<file path="src/sv/assert_macros.svh">
// Assertion macros shared by the value list RTL.
`ifndef ASSERT_MACROS_SVH
`define ASSERT_MACROS_SVH

// Consequent must hold in the same cycle as the antecedent.
`define VL_ASSERT_SAME(lbl, ante, cons, msg) \
  lbl: assert property (@(posedge clk) disable iff (!rst_n) (ante) |-> (cons)) \
    else $error(msg);

// Consequent must hold in the cycle after the antecedent.
`define VL_ASSERT_NEXT(lbl, ante, cons, msg) \
  lbl: assert property (@(posedge clk) disable iff (!rst_n) (ante) |=> (cons)) \
    else $error(msg);

`endif

</file>
<file path="src/sv/vlist_ram.sv">
// Generic single-write, single-read RAM with registered read data.
module vlist_ram #(
  parameter int WIDTH = 32,
  parameter int DEPTH = 16
) (
  input  logic                     clk,
  input  logic                     wr_en,
  input  logic [$clog2(DEPTH)-1:0] wr_addr,
  input  logic [WIDTH-1:0]         wr_data,
  input  logic                     rd_en,
  input  logic [$clog2(DEPTH)-1:0] rd_addr,
  output logic [WIDTH-1:0]         rd_data
);

  logic [WIDTH-1:0] mem [DEPTH];

  always_ff @(posedge clk) begin
    if (wr_en) begin
      mem[wr_addr] <= wr_data;
    end
    if (rd_en) begin
      rd_data <= mem[rd_addr];
    end
  end

endmodule

</file>
<file path="config.mk">
export PLATFORM = sky130hd
export DESIGN_NAME = vlist_ram
export DESIGN_NICKNAME = d
export VERILOG_FILES = /design/src/sv/assert_macros.svh /design/src/sv/vlist_ram.sv
export SDC_FILE = /design/constraint.sdc
export NUM_CORES = 1
export LEC_CHECK = 0
export BUFFER_PORTS_ARGS = -buffer_cell sky130_fd_sc_hd__buf_2
export CAP_MARGIN = 0
export CORE_ASPECT_RATIO = 1.4
export CORE_MARGIN = 10
export CORE_UTILIZATION = 60
export DETAILED_ROUTE_END_ITERATION = 8
export GPL_TIMING_DRIVEN = 0
export PLACE_DENSITY = 0.8
export SLEW_MARGIN = 5
export SYNTH_ARGS = -nofsm -noshare
export SYNTH_HDL_FRONTEND = slang
export SYNTH_SLANG_ARGS = --single-unit
</file>
<file path="constraint.sdc">
create_clock -name clk -period 4.9 [get_ports clk]
set_input_delay 0 -clock clk [delete_from_list [all_inputs] [get_ports clk]]
set_output_delay 0 -clock clk [all_outputs]
set_load 0.05 [all_outputs]
</file>
# Yosys cells after proc, flatten, opt, wreduce, memory -nomap -nowiden
# Memories as Yosys holds them, arrays and structs flattened. A register that Yosys moved wholly into a read port is not among the register bits.
# Cells that the tools add are included.
# totals
out_inout_bits,32
ff_bits,0
wordCells,3
memories,1
mem_bits_rw,512
# memory_table
memory,depth,word_bits,read_ports,rd_ports_with_merged_regs,write_ports,line,rtl
mem,16,32,1,1,1,vlist_ram.sv:15,logic [WIDTH-1:0] mem [DEPTH];
# classes
n_mux,2
# op_table
operator,n
$mux 1,2

# Depth between registers and ports, before layout
# depth
depth_word,2
ltp_mapped,5
mapped_depth_nobuf,3

# Least setup slack after synthesis
# Ideal clock, no wire load.
# synth_path
kind,in2reg
startpoint,in wr_addr[2]
endpoint,"mem mem[0][0], enable pin"
n_path_buf,0
setup_time_ns,0.461
t_arrival_ns,2.718
cell_stages,2
path_slack_ns,1.720
path_cell_list,or3b_2 nor3_1
# synth_lines
item,line,rtl
start: declaration,vlist_ram.sv:8,"input logic [$clog2(DEPTH)-1:0] wr_addr,"
end: declaration,vlist_ram.sv:15,
# No word-level cell before the write port.

# Worst setup path in the final report
# layout_path
startpoint,in wr_addr[0]
endpoint,"mem mem[14][24], enable pin"
# No word-level cell before the write port.

==> flow_metrics.py <==
metrics = {
    "routing": {
        "dr.pass1.iters": 5,
        "vias": 9783,
        "ant_nets": 0,
        "detail_route.iter0.violations": 1151,
        "avgViaCountPerCell": 6.50,
        "drc": 0,
        "drt_wl_total_um": 45600,
        "avgRoutedWirePerCell_um": 30.3,
    },
    "worst_hold_path": {
        "hold_start": "rd_addr[3]",
        "min_path_type": "in2reg",
        "min_to": "rd_data[31]",
        "whs_path_depth": 4,
    },
    "clock_network": {
        "cts_sinks": 544,
        "cts_made_buffers": 47,
        "clk_latency_ns": 0.57,
        "clk_pin_slew_worst_paths_ns": 0.07,
        "root_buffer": "clkbuf_16",
        "cts_setup_buffers": 0,
        "cts_tree": "built",
        "cts_resized": 0,
        "ctsLongestPathBuffers": 3,
        "h-tree-depth": 2,
    },
    "logic_synthesis": {
        "synth_compound_area_share_pct": 2.38,
        "synthAdderAreaFrac_pct": 0,
        "synth_cell_types": 17,
        "ys.warnings.count": 0,
        "avgSynthCellArea_sq_um": 24.1,
        "synth.cell_area_sq_um": 20200,
        "ys_seq_area_share_pct": 81.0,
        "synth_nets": 881,
        "ys_seq_elements": 544,
        "synthMuxAreaShare_pct": 14.3,
        "syn-instance-count": 838,
        "yosys.area_share.simple_pct": 1.25,
        "synth_top_family_by_area": "multiplexers",
        "synthXorXnorAreaFrac_pct": 0,
    },
    "setup_path": {
        "r2r_setup_slack_ns": 3.29,
        "r2r_cells": 3,
        "cp-end-kind": "flip-flop",
        "crit_type": "in2reg",
        "worst_ep_arrival_time_ns": 2.12,
        "critPathMaxFanout": 20,
        "rr_startpoint": "mem[11][23]",
        "cp_data_required_time_ns": 5.16,
        "r2r_end": "rd_data[23]",
        "cp-start-kind": "input port",
    },
    "global_route": {
        "gr-total-overflow": 0,
        "grt_pass1_vias": 10400,
        "grt_pass1_wl_um": 68000,
        "antenna_found_initial": 0,
        "grt_max_degree": 33,
        "grt_usage_pct": 22.3,
    },
    "layout": {
        "mostFrequentLayoutCells": "edfxtp_1 (544), mux4_2 (128), buf_2 (76)",
        "drive_gt1_share_pct": 31.5,
        "layout.area.seq_sq_um": 16300,
        "final_common_cell": "edfxtp_1",
        "multiInputGateArea_sq_um": 3730,
        "antennaDiodeCount": 0,
        "final.fill_count": 1903,
        "layout.cells.non_filler": 1505,
        "area_growth_syn_to_layout_pct": 16.6,
        "final_net_count": 1065,
    },
    "floorplan": {
        "start_util_pct": 60.7,
        "die-area_sq_um": 41500,
        "die_w_um": 175,
        "num_rows": 79,
        "pin_count": 75,
        "core_sq_um": 33200,
        "fp.dieH_um": 237,
    },
    "timing": {
        "hold_viol": 0,
        "setup-violations-final": 0,
        "skew_ns": 0.0143,
        "min_period_ns": 1.86,
        "rsz0062_at_grt": "no",
        "timing.fmax_mhz": 538,
        "tightestPinTransition_ns": 1.01,
        "fin_crit_sh_pct": 37.9,
        "final_max_slew_viol_count": 0,
        "finalSetupTns_ns": 0,
        "slew_headroom_pct": 32.8,
    },
    "power_and_ir_drop": {
        "power_density_nw_per_um2": 406,
        "irDropWorstVdd_mv": 0.301,
        "p_leak_nw": 7.58,
    },
    "place": {
        "port_buffers": 72,
        "dpl.hpwl_um": 26400,
        "post-place-cells": 1383,
        "gp_congestion": 0.712,
    },
    "run": {
        "maxCapViolCount": 0,
    },
    "run_status": {
        "status": "finished, final reports clean",
    },
}
==> cells by family after synthesis <==
logic type	count (synthesis)
buf+inv	43
flops	544
simple gates	59
compound gates	64
mux	128
==> report_power, final <==
part	leakage, nW	switching [mW]	internal (mW)	total, mW
Sequential	4.94	0.0292	5.24	5.27
Clock	0.758	1.60	2.10	3.70
Combinational	1.87	0.370	0.210	0.580
==> worst max path at each step <==
stage | from | to | cells after the start
after CTS | wr_addr[1] | mem[15][24] | 5
after floorplan | wr_addr[2] | mem[0][0] | 2
final | wr_addr[0] | mem[14][24] | 5
after global placement | wr_addr[2] | mem[0][7] | 3
after global routing | wr_addr[0] | mem[15][25] | 5
after detailed placement | wr_addr[2] | mem[8][1] | 5
==> through the flow <==
stage / hold slack (ns) / setup slack (ns) / power [mW] / utilization [%] / instance area, sq um
CTS: 0.107 / 3.04 / 9.58 / 70.8 / 23500
detailed placement: 0.368 / 2.72 / 5.92 / 65.1 / 21600
finish: 0.125 / 3.04 / 9.55 / 70.8 / 23500
global route: 0.134 / 2.92 / 9.77 / 70.8 / 23500
global placement: 0.362 / -0.802 / 5.88 / 63.5 / 21100
floorplan: 0.0989 / 1.72 / 5.69 / - / 20200
==> worst max-delay path: stages <==
cell and delay, ns:
dlygate4sd3_1 0.52, buf_2 0.17, nand2b_1 0.33, nor2_4 0.84, buf_16 0.24
==> synth_stat cells <==
cell type  instances  area, sq um
edfxtp_1         544        16300
mux4_2           128         2880
a22oi_1           64          480
nand2_1           33          124
clkbuf_1          17         63.8
nor2_1            13         48.8
buf_4             11         82.6
buf_1              9         33.8
buf_2              4         20.0
nor3_1             4         20.0
buf_6              2         22.5
nand2b_1           2         12.5
nand3b_1           2         15.0
nor2b_1            2         12.5
and2_1             1         6.26
nand3_1            1         5.00
or3b_2             1         8.76
==> layer usage <==
metal | part of all wire (%) | vias up | track usage (%)
li1 | - | 3964 | -
met1 | 36 | 5101 | 28.3
met2 | 52 | 613 | 37.8
met3 | 8.9 | 105 | 3.89
met4 | 3.3 | 0 | 8.50
met5 | 0 | - | 0
==> repair_timing <==
item	CTS	global route
hold buffers	35	0
endpoints found under the hold margin	527	0
endpoints found under the setup margin	0	0
==> registers in the layout, summed over array words and instances, names as in the netlist <==
| register | flops |
|---|---|
| rd_data | 32 |
| mem | 512 |
==> layout make-up <==
class | instances | area share (%)
Sequential cell | 544 | 69.5
Tap cell | 445 | 2.37
Buffer | 43 | 0.947
Multi-Input combinational cell | 251 | 15.8
Timing Repair Buffer | 135 | 4.85
Clock buffer | 57 | 5.34
Clock inverter | 30 | 1.19
Power figures use the tool's default switching activity.
